**src/rtl/kvsp_pkg.sv**
```systemverilog
`timescale 1ns / 1ps
`default_nettype none
// ----------------------------------------------------------------------------
// kvsp_pkg - shared types and constants for the snapshot record parser
// Phase encoding, result codes, field limits, queue entry and result structs,
// and the FNV-1a 64 byte step.
// ----------------------------------------------------------------------------
package kvsp_pkg;

    // result kinds
    localparam logic [2:0] KIND_START = 3'd0;
    localparam logic [2:0] KIND_KEY   = 3'd1;
    localparam logic [2:0] KIND_VALUE = 3'd2;
    localparam logic [2:0] KIND_END   = 3'd3;
    localparam logic [2:0] KIND_FINAL = 3'd4;

    // final status codes
    localparam logic [2:0] ST_OK        = 3'd0;
    localparam logic [2:0] ST_BAD_TYPE  = 3'd1;
    localparam logic [2:0] ST_BAD_KEY   = 3'd2;
    localparam logic [2:0] ST_BAD_VALUE = 3'd3;
    localparam logic [2:0] ST_TRUNC     = 3'd4;
    localparam logic [2:0] ST_HASH      = 3'd5;

    // configuration register indexes
    localparam int unsigned CFG_IDX_W = 1;
    localparam logic [CFG_IDX_W-1:0] CFG_DATA_LENGTH = 1'b0;
    localparam logic [CFG_IDX_W-1:0] CFG_NOW_MS      = 1'b1;

    // field limits
    localparam logic [31:0] TYPE_LOW      = 32'd1;
    localparam logic [31:0] TYPE_HIGH     = 32'd8;
    localparam logic [31:0] MAX_KEY_LEN   = 32'd1048576;
    localparam logic [31:0] MAX_VALUE_LEN = 32'd10485760;

    localparam logic [63:0] FNV_BASIS = 64'hcbf2_9ce4_8422_2325;

    typedef enum logic [9:0] {
        PH_TYPE    = 10'b00_0000_0001,
        PH_EXPIRY  = 10'b00_0000_0010,
        PH_KEYLEN  = 10'b00_0000_0100,
        PH_KEY     = 10'b00_0000_1000,
        PH_VALLEN  = 10'b00_0001_0000,
        PH_VALUE   = 10'b00_0010_0000,
        PH_ENDED   = 10'b00_0100_0000,
        PH_STOPPED = 10'b00_1000_0000,
        PH_TRAILER = 10'b01_0000_0000,
        PH_DONE    = 10'b10_0000_0000
    } kvsp_phase_t;

    // at most one queue entry per byte; a record end may ride behind a value byte
    typedef struct packed {
        logic [2:0]  kind;
        logic [3:0]  ttype;
        logic [63:0] expiry;
        logic [7:0]  payload;
        logic [2:0]  status;
        logic [31:0] loaded;
        logic [31:0] expired;
        logic        done;
        logic        end_follows;
    } kvsp_entry_t;

    typedef struct packed {
        logic [2:0]  kind;
        logic [3:0]  ttype;
        logic [63:0] expiry;
        logic [7:0]  payload;
        logic [2:0]  status;
        logic [31:0] loaded;
        logic [31:0] expired;
        logic        last;
        logic        done;
    } kvsp_result_t;

    // FNV-1a step; prime 0x100000001b3 = 2^40 + 2^8 + 0xb3, 0xb3 = 128+32+16+2+1
    function automatic logic [63:0] fnv_step(input logic [63:0] h, input logic [7:0] b);
        logic [63:0] x;
        x = h ^ {56'd0, b};
        return (x << 40) + (x << 8) + (x << 7) + (x << 5) + (x << 4) + (x << 1) + x;
    endfunction

endpackage
`default_nettype wire

```
**src/rtl/kvsp_parser.sv**
```systemverilog
`timescale 1ns / 1ps
`default_nettype none
// ----------------------------------------------------------------------------
// kvsp_parser - per-byte record parser and hash
// Folds each record-area byte into the FNV-1a hash, walks the record fields
// and builds at most one queue entry per accepted byte.
// ----------------------------------------------------------------------------
module kvsp_parser
    import kvsp_pkg::*;
(
    input  wire                 clk,
    input  wire                 rst_n,
    input  wire                 take,
    input  wire  [7:0]          data_byte,
    input  wire  [31:0]         data_length,
    input  wire  signed [63:0]  now_ms,
    output logic                push,
    output kvsp_entry_t         entry
);

    kvsp_phase_t phase_reg, phase_next;
    logic [2:0]  fidx_reg, fidx_next;
    logic [63:0] fshift_reg, fshift_next;
    logic [3:0]  rtype_reg, rtype_next;
    logic [63:0] rexp_reg, rexp_next;
    logic [23:0] left_reg, left_next;
    logic [31:0] pos_reg, pos_next;
    logic [63:0] hash_reg, hash_next;
    logic        skip_reg, skip_next;
    logic [2:0]  err_reg, err_next;
    logic [31:0] loaded_reg, loaded_next;
    logic [31:0] expired_reg, expired_next;

    kvsp_phase_t ph;
    logic [2:0]  fi;
    logic [63:0] fs;
    logic [63:0] full;
    logic [31:0] remain;
    logic        emit;

    function automatic logic [63:0] put_lane(input logic [63:0] acc, input logic [2:0] idx,
                                             input logic [7:0] b);
        logic [63:0] r;
        r = acc;
        for (int k = 0; k < 8; k++) begin
            if (idx == 3'(k))
            begin
                r[8*k +: 8] = acc[8*k +: 8] | b;
            end
        end
        return r;
    endfunction

    always_comb
    begin
        phase_next   = phase_reg;
        fidx_next    = fidx_reg;
        fshift_next  = fshift_reg;
        rtype_next   = rtype_reg;
        rexp_next    = rexp_reg;
        left_next    = left_reg;
        pos_next     = pos_reg;
        hash_next    = hash_reg;
        skip_next    = skip_reg;
        err_next     = err_reg;
        loaded_next  = loaded_reg;
        expired_next = expired_reg;
        emit         = 1'b0;
        entry        = '0;
        ph           = phase_reg;
        fi           = fidx_reg;
        fs           = fshift_reg;
        remain       = data_length - pos_reg;

        if (phase_reg != PH_DONE)
        begin
            // record area exhausted: move on to the trailer
            if (phase_reg != PH_TRAILER && pos_reg >= data_length)
            begin
                if (err_reg == ST_OK &&
                    !(phase_reg inside {PH_TYPE, PH_ENDED, PH_STOPPED}))
                begin
                    err_next = ST_TRUNC;
                end
                ph = PH_TRAILER;
                fi = 3'd0;
                fs = '0;
            end
            full = put_lane(fs, fi, data_byte);

            if (ph == PH_TRAILER)
            begin
                if (fi == 3'd7)
                begin
                    phase_next    = PH_DONE;
                    fidx_next     = 3'd0;
                    fshift_next   = full;
                    emit          = 1'b1;
                    entry.kind    = KIND_FINAL;
                    entry.done    = 1'b1;
                    if (full != hash_reg)
                    begin
                        entry.status = ST_HASH;
                    end
                    else
                    begin
                        entry.status  = err_next;
                        entry.loaded  = loaded_reg;
                        entry.expired = expired_reg;
                    end
                end
                else
                begin
                    phase_next  = PH_TRAILER;
                    fidx_next   = fi + 3'd1;
                    fshift_next = full;
                end
            end
            else
            begin
                hash_next = fnv_step(hash_reg, data_byte);
                // short tail: not enough bytes left for a type field
                if (ph == PH_TYPE && fi == 3'd0 && remain < 32'd4)
                begin
                    ph = PH_ENDED;
                end
                pos_next    = pos_reg + 32'd1;
                phase_next  = ph;
                fidx_next   = fi;
                fshift_next = fs;
                entry.ttype = rtype_reg;

                case (ph)
                    PH_TYPE:
                    begin
                        if (fi >= 3'd3)
                        begin
                            fidx_next   = 3'd0;
                            fshift_next = '0;
                            if (full[31:0] < TYPE_LOW || full[31:0] > TYPE_HIGH)
                            begin
                                err_next   = ST_BAD_TYPE;
                                phase_next = PH_STOPPED;
                            end
                            else
                            begin
                                rtype_next = full[3:0];
                                phase_next = PH_EXPIRY;
                            end
                        end
                        else
                        begin
                            fidx_next   = fi + 3'd1;
                            fshift_next = full;
                        end
                    end
                    PH_EXPIRY:
                    begin
                        if (fi == 3'd7)
                        begin
                            fidx_next   = 3'd0;
                            fshift_next = '0;
                            rexp_next   = full;
                            skip_next   = ($signed(full) > 64'sd0) &&
                                          (now_ms > $signed(full));
                            phase_next  = PH_KEYLEN;
                        end
                        else
                        begin
                            fidx_next   = fi + 3'd1;
                            fshift_next = full;
                        end
                    end
                    PH_KEYLEN:
                    begin
                        if (fi >= 3'd3)
                        begin
                            fidx_next   = 3'd0;
                            fshift_next = '0;
                            if (full[31:0] == 32'd0 || full[31:0] > MAX_KEY_LEN)
                            begin
                                err_next   = ST_BAD_KEY;
                                phase_next = PH_STOPPED;
                            end
                            else
                            begin
                                left_next  = full[23:0];
                                phase_next = PH_KEY;
                                if (!skip_reg)
                                begin
                                    emit         = 1'b1;
                                    entry.kind   = KIND_START;
                                    entry.expiry = rexp_reg;
                                end
                            end
                        end
                        else
                        begin
                            fidx_next   = fi + 3'd1;
                            fshift_next = full;
                        end
                    end
                    PH_KEY:
                    begin
                        if (!skip_reg)
                        begin
                            emit          = 1'b1;
                            entry.kind    = KIND_KEY;
                            entry.payload = data_byte;
                        end
                        if (left_reg <= 24'd1)
                        begin
                            left_next   = '0;
                            phase_next  = PH_VALLEN;
                            fidx_next   = 3'd0;
                            fshift_next = '0;
                        end
                        else
                        begin
                            left_next = left_reg - 24'd1;
                        end
                    end
                    PH_VALLEN:
                    begin
                        if (fi >= 3'd3)
                        begin
                            fidx_next   = 3'd0;
                            fshift_next = '0;
                            if (full[31:0] > MAX_VALUE_LEN)
                            begin
                                err_next   = ST_BAD_VALUE;
                                phase_next = PH_STOPPED;
                            end
                            else if (full[23:0] == 24'd0)
                            begin
                                left_next  = '0;
                                phase_next = PH_TYPE;
                                if (skip_reg)
                                begin
                                    if (expired_reg != '1)
                                        expired_next = expired_reg + 32'd1;
                                end
                                else
                                begin
                                    if (loaded_reg != '1)
                                        loaded_next = loaded_reg + 32'd1;
                                    emit       = 1'b1;
                                    entry.kind = KIND_END;
                                end
                            end
                            else
                            begin
                                left_next  = full[23:0];
                                phase_next = PH_VALUE;
                            end
                        end
                        else
                        begin
                            fidx_next   = fi + 3'd1;
                            fshift_next = full;
                        end
                    end
                    PH_VALUE:
                    begin
                        if (!skip_reg)
                        begin
                            emit          = 1'b1;
                            entry.kind    = KIND_VALUE;
                            entry.payload = data_byte;
                        end
                        if (left_reg <= 24'd1)
                        begin
                            left_next   = '0;
                            phase_next  = PH_TYPE;
                            fidx_next   = 3'd0;
                            fshift_next = '0;
                            if (skip_reg)
                            begin
                                if (expired_reg != '1)
                                    expired_next = expired_reg + 32'd1;
                            end
                            else
                            begin
                                if (loaded_reg != '1)
                                    loaded_next = loaded_reg + 32'd1;
                                entry.end_follows = 1'b1;
                            end
                        end
                        else
                        begin
                            left_next = left_reg - 24'd1;
                        end
                    end
                    default:
                    begin
                    end
                endcase
            end
        end
        else
        begin
            full = fs;
        end
    end

    assign push = take && emit;

    always_ff @(posedge clk or negedge rst_n)
    begin
        if (!rst_n)
        begin
            phase_reg   <= PH_TYPE;
            fidx_reg    <= '0;
            fshift_reg  <= '0;
            rtype_reg   <= '0;
            rexp_reg    <= '0;
            left_reg    <= '0;
            pos_reg     <= '0;
            hash_reg    <= FNV_BASIS;
            skip_reg    <= 1'b0;
            err_reg     <= ST_OK;
            loaded_reg  <= '0;
            expired_reg <= '0;
        end
        else if (take)
        begin
            phase_reg   <= phase_next;
            fidx_reg    <= fidx_next;
            fshift_reg  <= fshift_next;
            rtype_reg   <= rtype_next;
            rexp_reg    <= rexp_next;
            left_reg    <= left_next;
            pos_reg     <= pos_next;
            hash_reg    <= hash_next;
            skip_reg    <= skip_next;
            err_reg     <= err_next;
            loaded_reg  <= loaded_next;
            expired_reg <= expired_next;
        end
    end

    // once done, the parser never leaves done until reset
    a_done_sticky: assert property (@(posedge clk) disable iff (!rst_n)
        phase_reg == PH_DONE |=> phase_reg == PH_DONE)
        else $error("parser left done phase");

    // a final verdict is only pushed as the parser enters done
    a_final_enters_done: assert property (@(posedge clk) disable iff (!rst_n)
        push && entry.kind == KIND_FINAL |=> phase_reg == PH_DONE)
        else $error("final result without done phase");

    // nothing is pushed once the stream is finished
    a_no_push_after_done: assert property (@(posedge clk) disable iff (!rst_n)
        phase_reg == PH_DONE |-> !push)
        else $error("request pushed after final verdict");

endmodule
`default_nettype wire

```
**src/rtl/kvsp_outq.sv**
```systemverilog
`timescale 1ns / 1ps
`default_nettype none
// ----------------------------------------------------------------------------
// kvsp_outq - result queue
// Holds one entry per producing byte; an entry flagged with a trailing record
// end is presented as two results over two handshakes.
// ----------------------------------------------------------------------------
module kvsp_outq
    import kvsp_pkg::*;
#(
    parameter int DEPTH = 4
)
(
    input  wire          clk,
    input  wire          rst_n,
    input  wire          push,
    input  kvsp_entry_t  entry,
    output logic         full,
    output logic         out_valid,
    input  wire          out_ready,
    output kvsp_result_t res
);

    localparam int PW = (DEPTH > 1) ? $clog2(DEPTH) : 1;
    localparam int CW = $clog2(DEPTH + 1);

    kvsp_entry_t   mem [DEPTH];
    logic [PW-1:0] wr_ptr_reg, wr_ptr_next;
    logic [PW-1:0] rd_ptr_reg, rd_ptr_next;
    logic [CW-1:0] count_reg, count_next;
    logic          sub_reg, sub_next;
    kvsp_entry_t   head;
    logic          pop;
    logic          fire;

    assign head      = mem[rd_ptr_reg];
    assign out_valid = (count_reg != '0);
    assign full      = (count_reg == CW'(DEPTH));
    assign fire      = out_valid && out_ready;
    assign pop       = fire && (sub_reg || !head.end_follows);

    always_comb
    begin
        res = '0;
        if (sub_reg)
        begin
            // trailing record end of a last value byte
            res.kind  = KIND_END;
            res.ttype = head.ttype;
            res.last  = 1'b1;
        end
        else
        begin
            res.kind    = head.kind;
            res.ttype   = head.ttype;
            res.expiry  = head.expiry;
            res.payload = head.payload;
            res.status  = head.status;
            res.loaded  = head.loaded;
            res.expired = head.expired;
            res.done    = head.done;
            res.last    = !head.end_follows;
        end
    end

    always_comb
    begin
        wr_ptr_next = wr_ptr_reg;
        rd_ptr_next = rd_ptr_reg;
        count_next  = count_reg;
        sub_next    = sub_reg;
        if (push)
            wr_ptr_next = (wr_ptr_reg == PW'(DEPTH - 1)) ? '0 : wr_ptr_reg + PW'(1);
        if (pop)
            rd_ptr_next = (rd_ptr_reg == PW'(DEPTH - 1)) ? '0 : rd_ptr_reg + PW'(1);
        if (push && !pop)
            count_next = count_reg + CW'(1);
        else if (!push && pop)
            count_next = count_reg - CW'(1);
        if (fire)
            sub_next = !sub_reg && head.end_follows;
    end

    always_ff @(posedge clk)
    begin
        if (push)
            mem[wr_ptr_reg] <= entry;
    end

    always_ff @(posedge clk or negedge rst_n)
    begin
        if (!rst_n)
        begin
            wr_ptr_reg <= '0;
            rd_ptr_reg <= '0;
            count_reg  <= '0;
            sub_reg    <= 1'b0;
        end
        else
        begin
            wr_ptr_reg <= wr_ptr_next;
            rd_ptr_reg <= rd_ptr_next;
            count_reg  <= count_next;
            sub_reg    <= sub_next;
        end
    end

    a_count_bound: assert property (@(posedge clk) disable iff (!rst_n)
        count_reg <= CW'(DEPTH))
        else $error("queue count beyond depth");

    // second half only exists behind an entry that carries a record end
    a_sub_has_head: assert property (@(posedge clk) disable iff (!rst_n)
        sub_reg |-> (count_reg != '0) && head.end_follows)
        else $error("record end half without owning entry");

    a_push_grows: assert property (@(posedge clk) disable iff (!rst_n)
        push && !pop |=> count_reg == $past(count_reg) + CW'(1))
        else $error("queue count did not grow on push");

endmodule
`default_nettype wire

```
**src/rtl/kv_snapshot_record_parser_top.sv**
```systemverilog
`timescale 1ns / 1ps
`default_nettype none
// ----------------------------------------------------------------------------
// kv_snapshot_record_parser_top - snapshot record parser
// Hashes and parses a snapshot byte stream, emitting record start, key bytes,
// value bytes, record end and a final verdict with status and counts.
//
//   channel  signals                             direction  moves
//   in       in_valid/in_ready, data_byte        sink       one stream byte
//   out      out_valid/out_ready, result fields  source     one result
//   cfg      cfg_valid/cfg_ready, index, data    sink       register write
//
// One byte is accepted per cycle while the queue has room; parse and hash update finish in that cycle.
// A last value byte of a loaded record yields two results over two handshakes on the result port.
// FIFO_DEPTH queue entries sit between parser and result port; in_ready
// drops only when the queue is full.
// Reset clears all state but the queue storage, sets the hash to the FNV basis; no clearing pass.
// ----------------------------------------------------------------------------
module kv_snapshot_record_parser_top
    import kvsp_pkg::*;
#(
    parameter int FIFO_DEPTH = 4
)
(
    input  wire                  clk,
    input  wire                  rst_n,
    input  wire                  in_valid,
    output logic                 in_ready,
    input  wire  [7:0]           data_byte,
    output logic                 out_valid,
    input  wire                  out_ready,
    output logic [2:0]           result_kind,
    output logic [3:0]           table_type,
    output logic signed [63:0]   expiry,
    output logic [7:0]           payload_byte,
    output logic [2:0]           status,
    output logic [31:0]          live_count,
    output logic [31:0]          expired_count,
    output logic                 run_last,
    output logic                 stream_done,
    input  wire                  cfg_valid,
    output logic                 cfg_ready,
    input  wire  [CFG_IDX_W-1:0] cfg_index,
    input  wire  [63:0]          cfg_data
);

    logic [31:0]        dlen_reg;
    logic signed [63:0] now_reg;
    logic               take;
    logic               push;
    logic               q_full;
    kvsp_entry_t        entry;
    kvsp_result_t       res;

    assign cfg_ready = 1'b1;
    assign in_ready  = !q_full;
    assign take      = in_valid && in_ready;

    always_ff @(posedge clk or negedge rst_n)
    begin
        if (!rst_n)
        begin
            dlen_reg <= '0;
            now_reg  <= '0;
        end
        else if (cfg_valid && cfg_ready)
        begin
            case (cfg_index)
                CFG_DATA_LENGTH: dlen_reg <= cfg_data[31:0];
                CFG_NOW_MS:      now_reg  <= $signed(cfg_data);
                default:
                begin
                end
            endcase
        end
    end

    kvsp_parser u_parser (
        .clk         (clk),
        .rst_n       (rst_n),
        .take        (take),
        .data_byte   (data_byte),
        .data_length (dlen_reg),
        .now_ms      (now_reg),
        .push        (push),
        .entry       (entry)
    );

    kvsp_outq #(
        .DEPTH (FIFO_DEPTH)
    ) u_outq (
        .clk       (clk),
        .rst_n     (rst_n),
        .push      (push),
        .entry     (entry),
        .full      (q_full),
        .out_valid (out_valid),
        .out_ready (out_ready),
        .res       (res)
    );

    assign result_kind   = res.kind;
    assign table_type    = res.ttype;
    assign expiry        = $signed(res.expiry);
    assign payload_byte  = res.payload;
    assign status        = res.status;
    assign live_count    = res.loaded;
    assign expired_count = res.expired;
    assign run_last      = res.last;
    assign stream_done   = res.done;

endmodule
`default_nettype wire
```
**config.mk**
```make
export PLATFORM = sky130hd
export DESIGN_NAME = kv_snapshot_record_parser_top
export DESIGN_NICKNAME = d
export VERILOG_FILES = /design/src/rtl/kvsp_pkg.sv /design/src/rtl/kvsp_parser.sv /design/src/rtl/kvsp_outq.sv /design/src/rtl/kv_snapshot_record_parser_top.sv
export SDC_FILE = /design/constraint.sdc
export NUM_CORES = 2
export LEC_CHECK = 0
export ABC_AREA = 0
export BUFFER_PORTS_ARGS = -buffer_cell sky130_fd_sc_hd__buf_2
export CORE_UTILIZATION = 35
export CTS_BUF_LIST = sky130_fd_sc_hd__clkbuf_4 sky130_fd_sc_hd__clkbuf_8
export CTS_CLUSTER_DIAMETER = 200
export DETAILED_ROUTE_END_ITERATION = 10
export HOLD_SLACK_MARGIN = 0.05
export PLACE_DENSITY = 0.47
export SLEW_MARGIN = 10
export SYNTH_ARGS = -nofsm -noshare
export SYNTH_HDL_FRONTEND = slang
export SYNTH_SLANG_ARGS = --single-unit
```
**constraint.sdc**
```tcl
create_clock -name clk -period 18.3 [get_ports clk]
set_input_delay 0 -clock clk [delete_from_list [all_inputs] [get_ports clk]]
set_output_delay 0 -clock clk [all_outputs]
set_load 0.01 [all_outputs]
```
=== Word-level counts from Yosys, hierarchy flattened ===
Memories as Yosys holds them, arrays and structs flattened.
Index checks and enable logic that the tools add are counted.

* Input bits: 78
* Word-level logic and storage cells: 252
* Output and inout port bits: 151
* RAM bits: 592
* Flip-flop bits (word level): 437
* Memories kept: 1

{| class="wikitable"
|+ Memories
! memory !! words !! width !! read ports !! clocked after Yosys merged registers in !! wr ports !! RTL line !! source
|-
| u_outq.mem || 4 || 148 || 1 || 0 || 1 || kvsp_outq.sv:27 || <nowiki>kvsp_entry_t mem [DEPTH];</nowiki>
|}

* Add/subtract/negate cells: 16
* Mux-type cells: 123
* Equality and inequality tests: 32
* Magnitude comparators: 10
* Bitwise gates (word level): 12
* Reductions and logical operators: 40

{| class="wikitable"
|+ Operators with widths
! kind !! count
|-
| $mux 64 || 11
|-
| $add 64x64->64 || 6
|-
| $mux 32 || 12
|-
| $pmux 64 s3 || 1
|-
| $mux 8 || 20
|-
| $mux 148 || 1
|-
| $mux 24 || 6
|-
| $mux 10 || 14
|-
| $mux 139 || 1
|-
| $mux 68 || 2
|-
| $pmux 32 s2 || 2
|-
| $add 32x1->32 const B || 3
|-
| $mux 76 || 1
|-
| $pmux 24 s3 || 1
|-
| $mux 3 || 23
|-
| $gt 64x1->1 const B || 1
|-
| $gt 64x64->1 || 1
|-
| $ne 32x32->1 const B || 2
|-
| $ne 64x64->1 || 1
|-
| $or 8x8->8 || 8
|-
| $xor 64x8->64 || 1
|-
| $pmux 10 s6 || 1
|-
| $ge 32x32->1 || 1
|-
| $gt 32x21->1 const B || 1
|-
| other kinds (50) || 112
|}

=== Depth between registers and ports, before layout ===
* Depth in word-level cells: 20
* Gate-level depth with buffers: 35
* Mapped depth without buffers: 27

=== Hierarchy ===
Synthesis repeated with hierarchy kept, for this count alone.

* Cells, all modules: 4667
* Area, all modules: 58078.2 um^2

{| class="wikitable"
|+ By module, submodules not included
! module !! cells each !! area an instance (um^2) !! times used
|-
| kvsp_parser || 3473 || 31590.3 || 1
|-
| kvsp_outq || 986 || 22819.4 || 1
|-
| kv_snapshot_record_parser_top || 208 || 3668.5 || 1
|}

=== Worst setup path after synthesis ===
OpenSTA, ideal clock, no wires.

* Path kind: reg2reg
* From: reg u_parser.pos_reg[24]
* To: mem u_outq.mem[0][0] in the netlist's numbering, enable pin
* Cell stages (with the launch flop): 26
* Required time: 17626 ps
* Setup slack: 6243 ps
* Path buffers: 8
* Period minus slack after synthesis: 12057 ps
* Arrival time: 11383 ps
* Cell sequence: dfrtp_1 > inv_1 > ha_1 > buf_2 > nand4_1 > o31ai_1 > or2_1 > buf_2 > o21ai_4 > a21oi_4 > buf_2 > buf_4 > buf_4 > clkbuf_1 > clkbuf_1 > nand2_1 > ha_1 > and3_1 > a21o_1 > clkbuf_1 > a211o_1 > nor2_4 > mux2i_1 > o22ai_1 > a21oi_1 > nor2b_1

* Cells in the longest elaborated chain, start to end: 18

{| class="wikitable"
|+ Ends and longest elaborated chain
! item !! RTL line !! source
|-
| start, declared || kvsp_parser.sv:27 || <nowiki>logic [31:0] pos_reg, pos_next;</nowiki>
|-
| start signal, assigned || kvsp_parser.sv:333 || <nowiki>pos_reg <= pos_next;</nowiki>
|-
| parallel branches: the longest is 13 deep, another holds $ge 32x32->1 || n/a ||
|-
| $mux 1 * || kvsp_parser.sv:91 || <nowiki>if (ph == PH_TRAILER)</nowiki>
|-
| $mux 1 * || kvsp_parser.sv:75 || <nowiki>if (phase_reg != PH_DONE)</nowiki>
|-
| $logic_and 1x1->1 * || kvsp_parser.sv:306 || <nowiki>assign push = take && emit;</nowiki>
|-
| $mux 1 * || kvsp_outq.sv:86 || <nowiki>if (push)</nowiki>
|-
| $mux 1 (implied by the code) * || kvsp_outq.sv:87 || <nowiki>mem[wr_ptr_reg] <= entry;</nowiki>
|-
| end, declared || kvsp_outq.sv:27 ||
|}

Every way passes the cells marked *. The select of a mux whose other input is x is not followed.

=== Worst setup path in the final report ===
* From: reg u_parser.pos_reg[9]
* To: reg u_parser.skip_reg

* Cells in the longest elaborated chain, start to end: 12

{| class="wikitable"
|+ Ends and longest elaborated chain
! item !! RTL line !! source
|-
| parallel branches: the longest is 12 deep, another holds $sub 32x32->32 || n/a ||
|-
| end signal, assigned || kvsp_parser.sv:335 || <nowiki>skip_reg <= skip_next;</nowiki>
|-
| end, declared || kvsp_parser.sv:29 || <nowiki>logic skip_reg, skip_next;</nowiki>
|}

Parallel ways; which one is timed is not known. The select of a mux whose other input is x is not followed.
A chain may end at the register's enable or synchronous reset.

==> results.yml <==
outcome:
  status: "finished clean"
floorplan:
  ioPinCount: 229
  core_um2: 161000
  die_w_um: 406
  die_area_um2: 165000
  rows: 147
  die_y_um: 406
  start_util_pct: 35.4
grt:
  antenna_found_initial: 20
  grt_pass1_wl_um: 263000
  grt_pass1_vias: 40000
  grt_max_degree: 136
  overflow: 0
  grt_usage_pct: 21.3
synthesis:
  ys_seq_elements: 1025
  synth_seq_area_share_pct: 50.1
  avgSynthCellArea_um2: 12.6
  synth_most_common_cell: "edfxtp_1"
  synth_cell_type_count: 116
  syn_inst: 4548
  synth_area_leaders: "edfxtp_1, dfrtp_1, fa_1, mux4_2, ha_1"
  synth_edf_count: 588
  synthesis.area_um2: 57100
  synth.largest_area_cell: "edfxtp_1"
  yosysWarnings: 0
  synth_top_cells_by_count: "edfxtp_1, dfrtp_1, nand2_1"
  synth_top_area_share_pct: 30.9
  synth_nets: 5095
  async_reset_ff_share_pct: 42.6
  synth_top_flop_cell: "edfxtp_1"
final_layout:
  area_delta_synth_final_pct: 16.2
  nFillCells: 15300
  largest_reg_flops: 588
  final_net_count: 5519
  regMostFlops: "u_outq.mem"
  fin_area_um2: 66400
  drive_gt1_share_pct: 19.1
sta:
  rsz0062_at_grt: "no"
  min_period_ps: 7780
  worst_slew_pin_slew_ps: 1180
  setup_violations: 0
  skew_ps: 65.1
  post-route-period-util_pct: 42.5
  slew_headroom_pct: 20.6
  setup_tns_ps: 0
  final_hold_viol_count: 0
  slew_violations: 0
  clock.fmax_mhz: 129
setup_path:
  cp_max_fo: 57
  crit_arrival_ps: 8560
  endpoint_kind: "flop"
  cp_cell_sequence: "inv_1, ha_1, and4_1, nand4_1, o2bb2ai_1, o31a_1, o21ai_4, a21oi_4, buf_4, nand2_1, inv_1, ha_1, ha_1, nand2_1, a21boi_0, ha_1, nand4_1, nor4_1, nand3_1, or4_1, o211ai_1, mux2i_1, o22ai_1"
  cp_top_family: "simple AND/OR/NAND/NOR gates"
  reg2reg_from: "u_parser.pos_reg[9]"
  cp_num_buf_inv: 3
  cpMostUsedCell: "ha_1"
  slowest_delay_ps: 680
  r2r_end: "u_parser.skip_reg"
  r2r_slack_ps: 10520
  crit_type: "reg -> reg"
  reg2regPathDepth: 23
  critPathLaunchType: "flop"
  worstPathRequired_ps: 19080
  slowest_stage: "ha_1"
min_path:
  whs_endpoint: "u_parser.hash_reg[0]"
  holdCritPathClass: "in -> reg"
  holdCritStartpoint: "data_byte[0]"
  hold_depth: 4
cts:
  clockRootBuffer: "clkbuf_8"
  worstSkewPairLatency_ps: 920
  cts_resized: 0
  numCtsBuffers: 178
  tritoncts: "built"
  cts.sinks: 1025
  ctsHtreeMaxLevel: 4
  clkTransAtPathRegs_ps: 60
  cts_buffer_depth: 3
place:
  placed_cell_area_um2: 60800
  io_buffers: 227
  dp_hpwl_um: 121000
  gp_congestion: 0.922
routing:
  via_per_inst: 5.32
  drc: 0
  routedWlPerCell_um: 23.8
  wl_um: 173000
  first_pass_iters: 5
  final_antenna_net_count: 0
  vias: 38800
  drtIter0Drc: 2687
job:
  drv_cap: 0
==> repair_timing <==
item	4_1_cts	5_1_grt
buffers inserted	0	0
hold endpoints to repair	434	0
hold buffers	150	0
==> how the worst max path moves through the flow <==
stage	from	to	slack, ps	cells past startpoint
5_1_grt	u_parser.pos_reg[24]	u_outq.mem[0][39]	9940	25
6_report	u_parser.pos_reg[9]	u_parser.skip_reg	10520	23
4_1_cts	u_parser.pos_reg[9]	u_parser.skip_reg	10560	23
3_5_place_dp	u_parser.pos_reg[9]	u_parser.skip_reg	10570	23
2_1_floorplan	u_parser.pos_reg[24]	u_outq.mem[0][0]	6240	25
3_3_place_gp	u_parser.pos_reg[9]	u_outq.mem[0][13]	10690	26
==> per-layer routing <==
layer / track usage, % / vias up / routed length [um]
met3: 3.32 / 293 / 8140
met2: 34.8 / 978 / 82600
met1: 28.8 / 19800 / 77500
met5: 0 / - / 74
met4: 6.69 / 12 / 5180
li1: - / 17600 / -
==> final cells by class <==
cell class | count | area (um2) | area share [%]
diodes | 4 | 10.0 | 0.0151
clock buffers | 277 | 3290 | 4.95
clock inverters | 59 | 749 | 1.13
inverters | 160 | 601 | 0.904
multi-input cells | 3151 | 27100 | 40.9
flip-flops and latches | 1025 | 28600 | 43.1
well taps | 2160 | 2700 | 4.07
repair buffers | 456 | 3290 | 4.95
==> per-stage QoR <==
stage | instances | utilization [%] | setup slack [ps] | hold slack, ps
after global placement | 6802 | 37.7 | 10690 | 28.9
final | 7292 | 41.2 | 10520 | 250
after global routing | 7290 | 41.2 | 9940 | 172
after detailed placement | 6802 | 37.7 | 10570 | 26.3
after floorplan | 4548 | - | 6240 | -296
after CTS | 7288 | 41.2 | 10560 | 129
==> logic make-up (layout without fill, tap and decap cells) <==
kind of cell | count (synthesis) | in the layout | share of synthesized area (%)
AO/OA/AOI/OAI | 890 | 890 | 10.2
multiplexers | 263 | 263 | 8.06
XOR/XNOR | 218 | 218 | 3.34
flip-flops | 1025 | 1025 | 50.1
adder cells (fa/ha/maj) | 471 | 471 | 13.6
AND/OR/NAND/NOR | 1308 | 1308 | 12.1
buffers and inverters | 372 | 952 | 2.65
other | 1 | 5 | 0.00656
==> layout by cell type (no fill, tap or decap), types with 23 or more instances in the layout <==
| cell | n |
|---|---|
| edfxtp_1 | 588 |
| dfrtp_1 | 405 |
| nand2_1 | 392 |
| o21ai_0 | 264 |
| fa_1 | 252 |
| buf_2 | 226 |
| ha_1 | 217 |
| clkbuf_8 | 193 |
| a21oi_1 | 183 |
| nor2b_1 | 165 |
| xnor2_1 | 162 |
| inv_1 | 158 |
| and2_1 | 151 |
| dlygate4sd3_1 | 148 |
| mux4_2 | 147 |
| nor2_1 | 131 |
| mux2_2 | 105 |
| nand3_1 | 99 |
| a21o_1 | 85 |
| clkbuf_4 | 84 |
| buf_4 | 78 |
| nor3_1 | 69 |
| nand4_1 | 65 |
| xor2_1 | 56 |
| and3_1 | 47 |
| nand2b_1 | 41 |
| nor4_1 | 36 |
| o22ai_1 | 30 |
| o21ai_1 | 30 |
| dfstp_2 | 29 |
| o31ai_1 | 26 |
| a31oi_1 | 23 |
==> worst register-to-register path, stage by stage, from the launching register on <==
cell	delay, ps
dfrtp_1	360
inv_1	80
ha_1	490
and4_1	300
nand4_1	160
o2bb2ai_1	350
o31a_1	370
o21ai_4	160
a21oi_4	180
buf_4	520
nand2_1	210
inv_1	160
ha_1	210
ha_1	680
nand2_1	290
a21boi_0	260
ha_1	380
nand4_1	230
nor4_1	570
nand3_1	320
or4_1	670
o211ai_1	370
mux2i_1	240
o22ai_1	100
Power is left out: the tool's default activity adds up to more than one toggle a clock period on the data nets, which glitch-free logic cannot reach.
